--- config.mk ---
export PLATFORM = sky130hd
export DESIGN_NAME = partition_fit_allocator
export DESIGN_NICKNAME = d
export VERILOG_FILES = /design/src/pfa_pkg.sv /design/src/pfa_ram.sv /design/src/pfa_ctrl.sv /design/src/partition_fit_allocator.sv
export SDC_FILE = /design/constraint.sdc
export NUM_CORES = 1
export LEC_CHECK = 0
export ABC_AREA = 0
export BUFFER_PORTS_ARGS = -buffer_cell sky130_fd_sc_hd__buf_2
export CAP_MARGIN = 20
export CORE_UTILIZATION = 33
export CTS_CLUSTER_DIAMETER = 60
export DETAILED_ROUTE_END_ITERATION = 12
export HOLD_SLACK_MARGIN = 0.02
export PLACE_DENSITY = 0.49
export REMOVE_ABC_BUFFERS = 1
export SLEW_MARGIN = 20
export SYNTH_ARGS = -nofsm -noshare
export SYNTH_HDL_FRONTEND = slang
export SYNTH_SLANG_ARGS = --single-unit
--- constraint.sdc ---
create_clock -name clock -period 4.65 [get_ports clock]
set_input_delay 0.465 -clock clock [delete_from_list [all_inputs] [get_ports clock]]
set_output_delay 0.465 -clock clock [all_outputs]
set_load 0.03 [all_outputs]
--- src/pfa_pkg.sv ---
// Package: shared constants, codes and types of the partition fit allocator.
`default_nettype none
package pfa_pkg;

   localparam int PARTITIONS = 32;
   localparam int SIZE_BITS  = 16;

   localparam int IDX_BITS = (PARTITIONS > 1) ? $clog2(PARTITIONS) : 1;
   localparam int CNT_BITS = $clog2(PARTITIONS + 1);

   // Field widths fixed by the interface
   localparam int KIND_W     = 1;
   localparam int LOAD_IDX_W = 5;
   localparam int SIZE_W     = 16;
   localparam int PICK_W     = 5;
   localparam int CSR_IDX_W  = 1;
   localparam int CSR_DATA_W = 6;

   localparam logic [KIND_W-1:0] KIND_LOAD    = 1'b0;
   localparam logic [KIND_W-1:0] KIND_REQUEST = 1'b1;

   localparam logic [CSR_IDX_W-1:0] CSR_FIT_MODE   = 1'b0;
   localparam logic [CSR_IDX_W-1:0] CSR_PART_COUNT = 1'b1;

   typedef enum logic [1:0] {
      FIT_FIRST = 2'd0,
      FIT_BEST  = 2'd1,
      FIT_WORST = 2'd2,
      FIT_NEXT  = 2'd3
   } fit_mode_type;

   typedef enum logic [1:0] {
      ST_IDLE,
      ST_SCAN,
      ST_DONE
   } state_type;

   typedef struct packed {
      fit_mode_type    fit_mode;
      logic [CSR_DATA_W-1:0] partition_count;
   } cfg_type;

   typedef struct packed {
      logic                 en;
      logic [IDX_BITS-1:0]  addr;
      logic [SIZE_BITS-1:0] data;
   } mem_wr_type;

   typedef struct packed {
      logic              granted;
      logic [PICK_W-1:0] chosen_partition;
      logic [SIZE_W-1:0] leftover_space;
   } result_type;

endpackage
`default_nettype wire

--- src/pfa_ram.sv ---
// Free-space memory: one write port, one registered read port, per-entry valid bits.
`default_nettype none
module pfa_ram (
   input  wire logic                              clock,
   input  wire logic                              reset,
   input  wire pfa_pkg::mem_wr_type               wr,
   input  wire logic                              rd_en,
   input  wire logic [pfa_pkg::IDX_BITS-1:0]      rd_addr,
   output logic      [pfa_pkg::SIZE_BITS-1:0]     rd_data
);

   logic [pfa_pkg::SIZE_BITS-1:0]  mem [pfa_pkg::PARTITIONS];
   logic [pfa_pkg::PARTITIONS-1:0] valid_ff;
   logic [pfa_pkg::SIZE_BITS-1:0]  q_ff;
   logic                           qv_ff;

   // Entries never written read as zero
   always_ff @(posedge clock) begin
      if (reset) begin
         valid_ff <= '0;
      end else if (wr.en) begin
         valid_ff[wr.addr] <= 1'b1;
      end
   end

   always_ff @(posedge clock) begin
      if (wr.en) begin
         mem[wr.addr] <= wr.data;
      end
   end

   always_ff @(posedge clock) begin
      if (rd_en) begin
         q_ff  <= mem[rd_addr];
         qv_ff <= valid_ff[rd_addr];
      end
   end

   assign rd_data = qv_ff ? q_ff : '0;

endmodule
`default_nettype wire

--- src/pfa_ctrl.sv ---
// Sequencer: loads, memory scan with fit selection, write-back and result push.
`default_nettype none
module pfa_ctrl (
   input  wire logic                              clock,
   input  wire logic                              reset,
   input  wire pfa_pkg::cfg_type                  cfg,
   input  wire logic                              req_valid,
   output logic                                   req_stall,
   input  wire logic [pfa_pkg::KIND_W-1:0]        req_kind,
   input  wire logic [pfa_pkg::LOAD_IDX_W-1:0]    req_load_index,
   input  wire logic [pfa_pkg::SIZE_W-1:0]        req_size_value,
   input  wire logic                              slot_free,
   output logic                                   res_push,
   output pfa_pkg::result_type                    res
);

   localparam int IW = pfa_pkg::IDX_BITS;
   localparam int CW = pfa_pkg::CNT_BITS;
   localparam int SW = pfa_pkg::SIZE_BITS;

   pfa_pkg::state_type    state_ff, state_in;
   pfa_pkg::fit_mode_type mode_ff, mode_in;
   logic [CW-1:0] count_ff, count_in;
   logic [CW-1:0] issued_ff, issued_in;
   logic [IW-1:0] rd_addr_ff, rd_addr_in;
   logic          cmp_vld_ff, cmp_vld_in;
   logic [IW-1:0] cmp_addr_ff, cmp_addr_in;
   logic          found_ff, found_in;
   logic [IW-1:0] pick_ff, pick_in;
   logic [SW-1:0] best_ff, best_in;
   logic [SW-1:0] size_ff, size_in;
   logic [IW-1:0] next_start_ff, next_start_in;
   logic [pfa_pkg::PARTITIONS-1:0] used_ff, used_in;

   pfa_pkg::mem_wr_type mem_wr;
   logic                rd_en;
   logic [SW-1:0]       rd_data;

   logic          accept;
   logic          is_load;
   logic          load_ok;
   logic [CW-1:0] active_count;
   logic [SW-1:0] req_size;
   logic [SW-1:0] diff;
   logic          fits;
   logic          take;
   logic [SW-1:0] take_val;
   logic [SW-1:0] leftover;
   logic          scan_end;

   pfa_ram u_ram (
      .clock   (clock),
      .reset   (reset),
      .wr      (mem_wr),
      .rd_en   (rd_en),
      .rd_addr (rd_addr_ff),
      .rd_data (rd_data)
   );

   assign accept   = req_valid && !req_stall;
   assign is_load  = (req_kind == pfa_pkg::KIND_LOAD);
   assign load_ok  = 32'(req_load_index) < 32'(pfa_pkg::PARTITIONS);
   assign req_size = SW'(req_size_value);
   assign active_count = (32'(cfg.partition_count) > 32'(pfa_pkg::PARTITIONS)) ?
                         CW'(pfa_pkg::PARTITIONS) : CW'(cfg.partition_count);
   assign rd_en    = (state_ff == pfa_pkg::ST_SCAN) && (issued_ff != count_ff);
   assign scan_end = !rd_en && !cmp_vld_ff;

   // Fit selection on the entry returned by the memory
   assign diff = rd_data - size_ff;
   assign fits = rd_data >= size_ff;
   always_comb begin
      case (mode_ff)
         pfa_pkg::FIT_BEST: begin
            take     = fits && !used_ff[cmp_addr_ff] && (!found_ff || diff < best_ff);
            take_val = diff;
         end
         pfa_pkg::FIT_WORST: begin
            take     = fits && (!found_ff || rd_data > best_ff);
            take_val = rd_data;
         end
         default: begin
            take     = fits && !found_ff;
            take_val = rd_data;
         end
      endcase
   end

   assign leftover = (mode_ff == pfa_pkg::FIT_BEST) ? best_ff : best_ff - size_ff;

   // Next state
   always_comb begin
      state_in = state_ff;
      case (state_ff)
         pfa_pkg::ST_IDLE: begin
            if (accept && !is_load) state_in = pfa_pkg::ST_SCAN;
         end
         pfa_pkg::ST_SCAN: begin
            if (scan_end) state_in = pfa_pkg::ST_DONE;
         end
         pfa_pkg::ST_DONE: begin
            if (slot_free) state_in = pfa_pkg::ST_IDLE;
         end
         default: state_in = pfa_pkg::ST_IDLE;
      endcase
   end

   // Outputs
   always_comb begin
      req_stall   = 1'b1;
      res_push    = 1'b0;
      mem_wr.en   = 1'b0;
      mem_wr.addr = IW'(req_load_index);
      mem_wr.data = req_size;
      case (state_ff)
         pfa_pkg::ST_IDLE: begin
            req_stall = 1'b0;
            mem_wr.en = accept && is_load && load_ok;
         end
         pfa_pkg::ST_DONE: begin
            res_push    = slot_free;
            mem_wr.en   = slot_free && found_ff && (mode_ff != pfa_pkg::FIT_BEST);
            mem_wr.addr = pick_ff;
            mem_wr.data = leftover;
         end
         default: begin
            req_stall = 1'b1;
         end
      endcase
   end

   assign res.granted          = found_ff;
   assign res.chosen_partition = found_ff ? pfa_pkg::PICK_W'(pick_ff) : '0;
   assign res.leftover_space   = found_ff ? pfa_pkg::SIZE_W'(leftover) : '0;

   // Datapath next values
   always_comb begin
      mode_in       = mode_ff;
      count_in      = count_ff;
      issued_in     = issued_ff;
      rd_addr_in    = rd_addr_ff;
      cmp_vld_in    = 1'b0;
      cmp_addr_in   = rd_addr_ff;
      found_in      = found_ff;
      pick_in       = pick_ff;
      best_in       = best_ff;
      size_in       = size_ff;
      next_start_in = next_start_ff;
      used_in       = used_ff;
      case (state_ff)
         pfa_pkg::ST_IDLE: begin
            if (accept && is_load && load_ok) begin
               used_in[IW'(req_load_index)] = 1'b0;
            end
            if (accept && !is_load) begin
               mode_in   = cfg.fit_mode;
               count_in  = active_count;
               size_in   = req_size;
               issued_in = '0;
               found_in  = 1'b0;
               pick_in   = '0;
               best_in   = '0;
               if (cfg.fit_mode == pfa_pkg::FIT_NEXT &&
                   CW'(next_start_ff) < active_count) begin
                  rd_addr_in = next_start_ff;
               end else begin
                  rd_addr_in = '0;
               end
            end
         end
         pfa_pkg::ST_SCAN: begin
            cmp_vld_in = rd_en;
            if (rd_en) begin
               issued_in  = issued_ff + CW'(1);
               rd_addr_in = (CW'(rd_addr_ff) + CW'(1) == count_ff) ?
                            '0 : rd_addr_ff + IW'(1);
            end
            if (cmp_vld_ff && take) begin
               found_in = 1'b1;
               pick_in  = cmp_addr_ff;
               best_in  = take_val;
            end
         end
         pfa_pkg::ST_DONE: begin
            if (slot_free && found_ff) begin
               if (mode_ff == pfa_pkg::FIT_BEST) begin
                  used_in[pick_ff] = 1'b1;
               end
               if (mode_ff == pfa_pkg::FIT_NEXT) begin
                  next_start_in = (CW'(pick_ff) + CW'(1) < count_ff) ?
                                  pick_ff + IW'(1) : '0;
               end
            end
         end
         default: begin
            cmp_vld_in = 1'b0;
         end
      endcase
   end

   always_ff @(posedge clock) begin
      if (reset) begin
         state_ff      <= pfa_pkg::ST_IDLE;
         cmp_vld_ff    <= 1'b0;
         next_start_ff <= '0;
         used_ff       <= '0;
         issued_ff     <= '0;
         count_ff      <= '0;
         found_ff      <= 1'b0;
      end else begin
         state_ff      <= state_in;
         cmp_vld_ff    <= cmp_vld_in;
         next_start_ff <= next_start_in;
         used_ff       <= used_in;
         issued_ff     <= issued_in;
         count_ff      <= count_in;
         found_ff      <= found_in;
      end
   end

   always_ff @(posedge clock) begin
      mode_ff     <= mode_in;
      rd_addr_ff  <= rd_addr_in;
      cmp_addr_ff <= cmp_addr_in;
      pick_ff     <= pick_in;
      best_ff     <= best_in;
      size_ff     <= size_in;
   end

   // Reads and writes never share a cycle, so no forwarding path is needed
   a_no_rw_overlap: assert property (@(posedge clock) disable iff (reset)
      !(rd_en && mem_wr.en))
      else $error("memory read and write in the same cycle");

   a_push_needs_slot: assert property (@(posedge clock) disable iff (reset)
      res_push |-> slot_free)
      else $error("result pushed into a full output slot");

   a_pick_in_range: assert property (@(posedge clock) disable iff (reset)
      (res_push && found_ff) |-> (CW'(pick_ff) < count_ff))
      else $error("granted partition outside the searched range");

   a_issue_bound: assert property (@(posedge clock) disable iff (reset)
      (state_ff == pfa_pkg::ST_SCAN) |-> (issued_ff <= count_ff))
      else $error("scan issued more reads than partitions");

endmodule
`default_nettype wire

--- src/partition_fit_allocator.sv ---
// A request's result is registered after the scan and the write-back; a stalled result
// holds the block in write-back. A new request waits until the last one is done, as the scan
// walks the single read port of the free-space memory one entry a cycle; a load is written
// in the cycle that it is accepted.
// Reset (synchronous, active high) zeroes free sizes, used marks, the round-robin pointer,
// fit mode and partition count, and empties the result register; CSRs are always ready.
`default_nettype none
module partition_fit_allocator (
   input  wire logic                              clock,
   input  wire logic                              reset,
   // request channel
   input  wire logic                              req_valid,
   output logic                                   req_stall,
   input  wire logic [pfa_pkg::KIND_W-1:0]        req_kind,
   input  wire logic [pfa_pkg::LOAD_IDX_W-1:0]    req_load_index,
   input  wire logic [pfa_pkg::SIZE_W-1:0]        req_size_value,
   // response channel
   output logic                                   rsp_valid,
   input  wire logic                              rsp_stall,
   output logic                                   rsp_granted,
   output logic      [pfa_pkg::PICK_W-1:0]        rsp_chosen_partition,
   output logic      [pfa_pkg::SIZE_W-1:0]        rsp_leftover_space,
   // configuration write channel
   input  wire logic                              csr_valid,
   output logic                                   csr_ready,
   input  wire logic [pfa_pkg::CSR_IDX_W-1:0]     csr_index,
   input  wire logic [pfa_pkg::CSR_DATA_W-1:0]    csr_wdata
);

   pfa_pkg::cfg_type    cfg_ff, cfg_in;
   pfa_pkg::result_type res;
   pfa_pkg::result_type rsp_ff;
   logic                rsp_valid_ff, rsp_valid_in;
   logic                res_push;
   logic                slot_free;

   // Configuration registers: always take the transaction
   assign csr_ready = 1'b1;

   always_comb begin
      cfg_in = cfg_ff;
      if (csr_valid && csr_ready) begin
         case (csr_index)
            pfa_pkg::CSR_FIT_MODE:   cfg_in.fit_mode = pfa_pkg::fit_mode_type'(csr_wdata[1:0]);
            pfa_pkg::CSR_PART_COUNT: cfg_in.partition_count = csr_wdata;
            default:                 cfg_in = cfg_ff;
         endcase
      end
   end

   // Output slot frees when empty or drained in this cycle
   assign slot_free = !rsp_valid_ff || !rsp_stall;

   pfa_ctrl u_ctrl (
      .clock          (clock),
      .reset          (reset),
      .cfg            (cfg_ff),
      .req_valid      (req_valid),
      .req_stall      (req_stall),
      .req_kind       (req_kind),
      .req_load_index (req_load_index),
      .req_size_value (req_size_value),
      .slot_free      (slot_free),
      .res_push       (res_push),
      .res            (res)
   );

   // Hold the result until the transaction completes, then drop it
   always_comb begin
      rsp_valid_in = rsp_valid_ff;
      if (res_push) begin
         rsp_valid_in = 1'b1;
      end else if (!rsp_stall) begin
         rsp_valid_in = 1'b0;
      end
   end

   always_ff @(posedge clock) begin
      if (reset) begin
         cfg_ff       <= '{fit_mode: pfa_pkg::FIT_FIRST, partition_count: '0};
         rsp_valid_ff <= 1'b0;
      end else begin
         cfg_ff       <= cfg_in;
         rsp_valid_ff <= rsp_valid_in;
      end
   end

   always_ff @(posedge clock) begin
      if (res_push) begin
         rsp_ff <= res;
      end
   end

   assign rsp_valid            = rsp_valid_ff;
   assign rsp_granted          = rsp_ff.granted;
   assign rsp_chosen_partition = rsp_ff.chosen_partition;
   assign rsp_leftover_space   = rsp_ff.leftover_space;

endmodule
`default_nettype wire

== Yosys cells after proc, flatten, opt, wreduce, memory -nomap -nowiden ==
Memories as Yosys holds them, arrays and structs flattened. A register that Yosys moved wholly into a read port is not among the register bits.
Index checks and enable logic that the tools add are counted.

* $add $sub $neg: 7
* Multipliers: 0
* Div/mod/pow operators: 0
* Order comparisons: 14
* Eq/ne operators: 18
* Shift-type cells: 0
* Multiplexer cells: 49
* Bitwise operators: 7
* Reduce and logical (&&, ||, !) cells: 37

{| class="wikitable"
|+ Operators by type and width
! cell !! count
|-
| 32-bit two-way mux || 3
|-
| 16-bit two-way mux || 5
|-
| 32-bit bitwise OR || 2
|-
| 32-bit case mux with 2 select lines || 1
|-
| 5-bit two-way mux || 7
|-
| 32-bit bitwise AND || 1
|-
| 32-bit inverter || 1
|-
| 16-bit case mux with 2 select lines || 1
|-
| 16-bit subtractor || 2
|-
| 5-bit by 6-bit less-than comparator with 1-bit output, second input constant || 5
|-
| 21-bit two-way mux || 1
|-
| 5-bit case mux with 2 select lines || 2
|-
| 6-bit two-way mux || 3
|-
| 16-bit greater-or-equal comparator || 1
|-
| 16-bit > comparator || 1
|-
| 1-bit logical AND || 16
|-
| 16-bit less-than comparator || 1
|-
| 1-bit demux with 5-bit select || 3
|-
| 5-bit by 1-bit greater-or-equal comparator with 1-bit output, second input constant || 3
|-
| 2-bit by 1-bit inequality test with 1-bit output, second input constant || 7
|-
| 1-bit two-way mux || 13
|-
| 5-bit by 1-bit adder with 6-bit output, second input constant || 2
|-
| 6-bit case mux with 2 select lines || 1
|-
| 3-bit AND reduction || 4
|-
| 22 further kinds || 46
|}

* Register bits after elaboration: 166
* Latch bits: 0
* RAM bits: 512
* Bits in read-only memories: 0
* Word-level logic and storage cells: 154
* Memories kept: 1

{| class="wikitable"
|+ Memories
! memory !! words !! width !! read ports !! clocked after Yosys merged registers in !! wr ports !! line !! source
|-
| u_ctrl.u_ram.mem || 32 || 16 || 1 || 1 || 1 || pfa_ram.sv:12 || <nowiki>logic [pfa_pkg::SIZE_BITS-1:0] mem [pfa_pkg::PARTITIONS];</nowiki>
|}

== Logic depth before layout (Yosys ltp) ==
* Word-level depth: 9
* Depth in mapped cells: 19

== By module ==
Synthesis repeated with hierarchy kept, for this count alone.

* Cells, all modules: 2214
* Area, all modules: 30419.2 um^2

{| class="wikitable"
|+ By module, submodules not included
! module !! times used !! cells each !! area an instance (um^2) !! sequential area each (um^2)
|-
| pfa_ram || 1 || 1296 || 21944.8 || 16525.8
|-
| pfa_ctrl || 1 || 855 || 7405.9 || 2482.4
|-
| partition_fit_allocator || 1 || 63 || 1068.5 || 840.8
|}

== Worst setup path before layout ==
Ideal clock, no wire load.

* Path kind: reg-to-reg
* Start point: reg u_ctrl.u_ram.qv_ff
* End point: reg u_ctrl.best_ff[0] (enable)
* Arrival time: 4.307 ns
* Path slack: -0.035 ns
* Stages on the path, launching flop included: 19
* Clock period less this slack: 4.685 ns
* Cell sequence: edfxtp_1 -> buf_2 -> clkbuf_1 -> nand2_1 -> ha_1 -> fa_1 -> nor4b_1 -> a2111oi_0 -> o21ai_1 -> a41oi_1 -> xnor2_1 -> ha_1 -> a21o_1 -> a211o_1 -> o211ai_1 -> a21oi_1 -> a2111oi_0 -> o211ai_1 -> nand2_1

* Word-level cells in the longest chain between the ends: 9
* Elaborated cells on any way between the ends: 15
* Classes of those cells: 1 x add/sub; 3 x order compare; 1 x eq/ne; 2 x mux; 8 x reduce/logical

{| class="wikitable"
|+ RTL lines
! what !! line !! source
|-
| start: declaration || pfa_ram.sv:15 || <nowiki>logic qv_ff;</nowiki>
|-
| start signal: assignment || pfa_ram.sv:35 || <nowiki>qv_ff <= valid_ff[rd_addr];</nowiki>
|-
| 16-bit two-way mux * || pfa_ram.sv:39 || <nowiki>assign rd_data = qv_ff ? q_ff : '0;</nowiki>
|-
| 16-bit subtractor || pfa_ctrl.sv:70 || <nowiki>assign diff = rd_data - size_ff;</nowiki>
|-
| 16-bit less-than comparator || pfa_ctrl.sv:75 || <nowiki>take = fits && !used_ff[cmp_addr_ff] && (!found_ff || diff < best_ff);</nowiki>
|-
| 1-bit logical OR || pfa_ctrl.sv:75 ||
|-
| 1-bit logical AND || pfa_ctrl.sv:75 ||
|-
| 1-bit case mux with 2 select lines * || pfa_ctrl.sv:73 || <nowiki>case (mode_ff)</nowiki>
|-
| 1-bit logical AND * || pfa_ctrl.sv:178 || <nowiki>if (cmp_vld_ff && take) begin</nowiki>
|-
| 2-bit inequality test (no source line) * || -- ||
|-
| 3-bit AND reduction (no source line) * || -- ||
|-
| end signal: assignment || pfa_ctrl.sv:226 || <nowiki>best_ff <= best_in;</nowiki>
|-
| end: declaration || pfa_ctrl.sv:30 || <nowiki>logic [SW-1:0] best_ff, best_in;</nowiki>
|}

Every way passes the cells marked *; elsewhere a longest branch is shown, timed or not.
A chain may end at the register's enable or synchronous reset.

== Final worst setup path ==
* Start point: reg u_ctrl.u_ram.qv_ff
* End point: reg u_ctrl.best_ff[14] (enable)

The elaborated chain is that of the path after synthesis.

==> flow_summary_export.csv <==
group,metric,value,unit
placed_design,gp_congestion,0.919,
logic_synthesis,synth.largest_area_cell,"edfxtp_1",
logic_synthesis,yosysSeqAreaShare,0.660,
logic_synthesis,synth_area_leaders,"edfxtp_1 (59%), dfxtp_1 (6.6%), mux4_2 (5.8%)",
layout,nets,2430,
placed_design,dpl.hpwl,53100,µm
layout,multi_input_area,9770,µm²
floorplan,start_util,0.333,
logic_synthesis,avgSynthCellArea,13.9,µm²
detailed_routing,first_pass_iters,4,
logic_synthesis,synth_cell_types,68,
setup_path,r2r_end,"u_ctrl.best_ff[14]$_SDFFCE_PN0P_",
logic_synthesis,yosysMostFrequentCell,"edfxtp_1",
logic_synthesis,yosysWarnings,0,
power_and_ir_drop,p_per_area,425,nW/µm²
floorplan,die_y,304,µm
setup_path,crit_path_max_fanout,10,
power_and_ir_drop,peakVddDrop,0.000264,V
detailed_routing,wl_per_cell,23.6,µm
logic_synthesis,syn_area,30100,µm²
timing,max-slew-margin-rel,0.312,
clock_tree,root_buffer,"clkbuf_16",
detailed_routing,drt.antenna.violating_nets,0,
timing,finalClockSkew,0.0297,ns
setup_path,r2r-start,"u_ctrl.u_ram.qv_ff$_DFFE_PP_",
clock_tree,clockBufferDepth,3,
hold_path,hold_path_depth,1,
timing,final_hold_viol_count,0,
detailed_routing,route.detailed.drc,0,
logic_synthesis,synth-main-ff-cell,"edfxtp_1",
grt,antenna_found_initial,1,
logic_synthesis,synth_edf_count,595,
floorplan,io_pins,59,
logic_synthesis,async_flop_share,0,
grt,grt.overflow.total,0,
timing,timing.hold.ws,0.0652,ns
power_and_ir_drop,p_leak,0.0123,µW
layout,drive_gt1_frac,0.203,
setup_path,cp_data_arrival_time,4.67,ns
layout,stdcell_area,35400,µm²
job,maxCapViolCount,0,
timing,worst_slew_pin_slew,1.03,ns
clock_tree,worstSkewPairLatency,0.63,ns
clock_tree,path_clk_slew,0.06,ns
logic_synthesis,ys_ff_latch,694,
timing,fin_crit_sh,0.936,
timing,fmax,230,MHz
hold_path,min_to,"u_ctrl.size_ff[4]$_DFFE_PP_",
setup_path,end_kind,"flop",
layout,register_area,19800,µm²
grt,grt_usage,0.182,
clock_tree,cts_tree,"yes",
logic_synthesis,syn-instance-count,2158,
detailed_routing,finalWirelength,84200,µm
grt,grt_pass1_wl,125000,µm
floorplan,core_area,90100,µm²
floorplan,chipWidth,304,µm
floorplan,rows,110,
layout,area_growth,17.9,%
placed_design,portBuffers,57,
hold_path,hp-class,"input port to flop",
floorplan,die_area,92300,µm²
outcome,status,"finished clean",
timing,drv_slew,0,
setup_path,crit_required,4.97,ns
layout,fill_cells,8348,
grt,first_global_vias,19000,
detailed_routing,vias,18600,
hold_path,hp-start,"req_size_value[4]",
logic_synthesis,synth_top_area_share,0.594,
setup_path,cp-start-kind,"flop",
setup_path,worstRegToRegCells,19,
detailed_routing,vias_per_cell,5.20,
timing,finalSetupViolations,0,
logic_synthesis,yosys-top-cells-count,"edfxtp_1 (595), nand2_1 (199), nor2_1 (183)",
setup_path,criticalPathCategory,"flop to flop",
timing,finalCriticalPeriod,4.35,ns
clock_tree,clock-sinks,694,
placed_design,post_dp_cell_area,32500,µm²
clock_tree,htree_levels,3,
grt,grt_start_max_net_pins,69,
timing,rsz0062_at_grt,"false",
setup_path,ff2ff_setup_slack,0.30,ns
detailed_routing,drtIter0Drc,1309,
clock_tree,cts_made_buffers,79,
[metal layers]
| layer | part of all wire | GRT usage | vias to the layer above |
|---|---|---|---|
| met2 | 0.48 | 0.305 | 424 |
| met4 | 0.026 | 0.0535 | 0 |
| met5 | 0 | 0 | - |
| met3 | 0.039 | 0.0236 | 122 |
| met1 | 0.45 | 0.248 | 9448 |
| li1 | - | - | 8559 |
[metrics by stage]
step / worst slack (ns) / std cells / total power [µW] / TNS, ns / util
floorplan: -4.38 / 2055 / 8130 / -83.89 / -
global placement: -0.0155 / 3402 / 8690 / -0.278 / 0.360
detailed placement: 0.0165 / 3402 / 8710 / 0 / 0.360
CTS: 0.0240 / 3562 / 15300 / 0 / 0.392
global route: 0.0361 / 3564 / 15600 / 0 / 0.393
finish: 0.296 / 3566 / 15100 / 0 / 0.393
[what timing repair did]
action | 4_1_cts | 5_1_grt
hold buffers | 12 | 0
hold endpoints to repair | 12 | 0
pin swaps | 0 | 2
endpoints found under the setup margin | 16 | 22
resized for setup | 1 | 15
setup buffers | 0 | 1
[logic make-up after synthesis]
group,count (synthesis),share of synthesized area
AO/OA/AOI/OAI,428,0.0867
XOR/XNOR,50,0.0146
adder cells (fa/ha/maj),77,0.0325
buffers and inverters,166,0.0217
flip-flops,694,0.660
multiplexers,225,0.109
other,1,0.000125
AND/OR/NAND/NOR,517,0.0751
[worst max-delay path, stage by stage (launching register included)]
cell,delay (ns)
edfxtp_1,0.45
and2_1,0.21
ha_1,0.29
nor2b_1,0.20
o2bb2ai_1,0.15
a211oi_2,0.23
buf_4,0.15
o21ai_0,0.07
a21bo_2,0.23
a21oi_2,0.16
ha_1,0.28
a21o_1,0.19
a21o_1,0.17
a211o_1,0.29
o211ai_1,0.10
a21oi_1,0.11
a2111oi_2,0.28
o211ai_1,0.16
nand2_1,0.15
buf_6,0.18
[report_power, final]
| part | total (µW) | internal [µW] | switching, µW | leakage (µW) |
|---|---|---|---|---|
| logic | 1570 | 539 | 1030 | 0.00477 |
| clock network | 6490 | 3860 | 2630 | 0.00135 |
| registers | 7010 | 6940 | 68.9 | 0.00619 |
[state kept, by name, indices dropped and copies added (netlist names)]
signal and cells:
u_ctrl.cmp_addr_in 5, rsp_leftover_space 16, u_ctrl.found_ff 1, u_ctrl.pick_ff 5
cfg_ff 8, rsp_valid 1, u_ctrl.cmp_vld_ff 1, u_ctrl.u_ram.mem 512
u_ctrl.next_start_ff 5, u_ctrl.issued_ff 6, u_ctrl.size_ff 16, u_ctrl.count_ff 6
u_ctrl.state_ff 2, u_ctrl.mode_ff 2, rsp_chosen_partition 5, u_ctrl.used_ff 32
rsp_granted 1, u_ctrl.u_ram.valid_ff 32, u_ctrl.u_ram.q_ff 16, u_ctrl.best_ff 16
u_ctrl.cmp_addr_ff 5, u_ctrl.u_ram.qv_ff 1
[layout by cell type, fill, tap and decap left out, types with 10 or more instances in the layout]
cell and count:
edfxtp_1 595, nand2_1 199, nor2_1 161, a21oi_1 135, o21ai_0 112, mux2i_1 109, buf_4 109, dfxtp_1 99
clkbuf_16 80, mux4_2 78, ha_1 74, inv_1 62, buf_2 56, o221ai_1 51, mux2_2 38, nand3_1 28
xnor2_1 28, and2_1 26, o22ai_1 24, xor2_1 22, nor2_2 22, o21ai_2 16, nand2b_1 15, a21o_1 15
nor3_1 15, clkinv_2 13, dlygate4sd3_1 12, nor2b_1 11, o21a_1 10
[cell type report]
class / count / area share
repair buffers: 184 / 0.0378
multi-input cells: 1298 / 0.276
clock buffers: 97 / 0.0608
flip-flops and latches: 694 / 0.560
well taps: 1176 / 0.0415
inverters: 63 / 0.00667
clock inverters: 51 / 0.0172
diodes: 3 / 0.000212
[worst max-delay path by stage]
stage,start,endpoint,slack [ns],depth (start not counted)
3_5_place_dp,u_ctrl.u_ram.qv_ff$_DFFE_PP_,u_ctrl.best_ff[1]$_SDFFCE_PN0P_,0.02,16
3_3_place_gp,u_ctrl.u_ram.qv_ff$_DFFE_PP_,u_ctrl.best_ff[1]$_SDFFCE_PN0P_,-0.02,16
2_1_floorplan,u_ctrl.cmp_addr_in[0]$_DFFE_PP_,u_ctrl.cmp_addr_in[0]$_DFFE_PP_,-4.38,6
5_1_grt,u_ctrl.u_ram.qv_ff$_DFFE_PP_,u_ctrl.best_ff[14]$_SDFFCE_PN0P_,0.04,19
6_report,u_ctrl.u_ram.qv_ff$_DFFE_PP_,u_ctrl.best_ff[14]$_SDFFCE_PN0P_,0.30,19
4_1_cts,u_ctrl.u_ram.qv_ff$_DFFE_PP_,u_ctrl.best_ff[14]$_SDFFCE_PN0P_,0.02,17
Power figures use the tool's default switching activity.
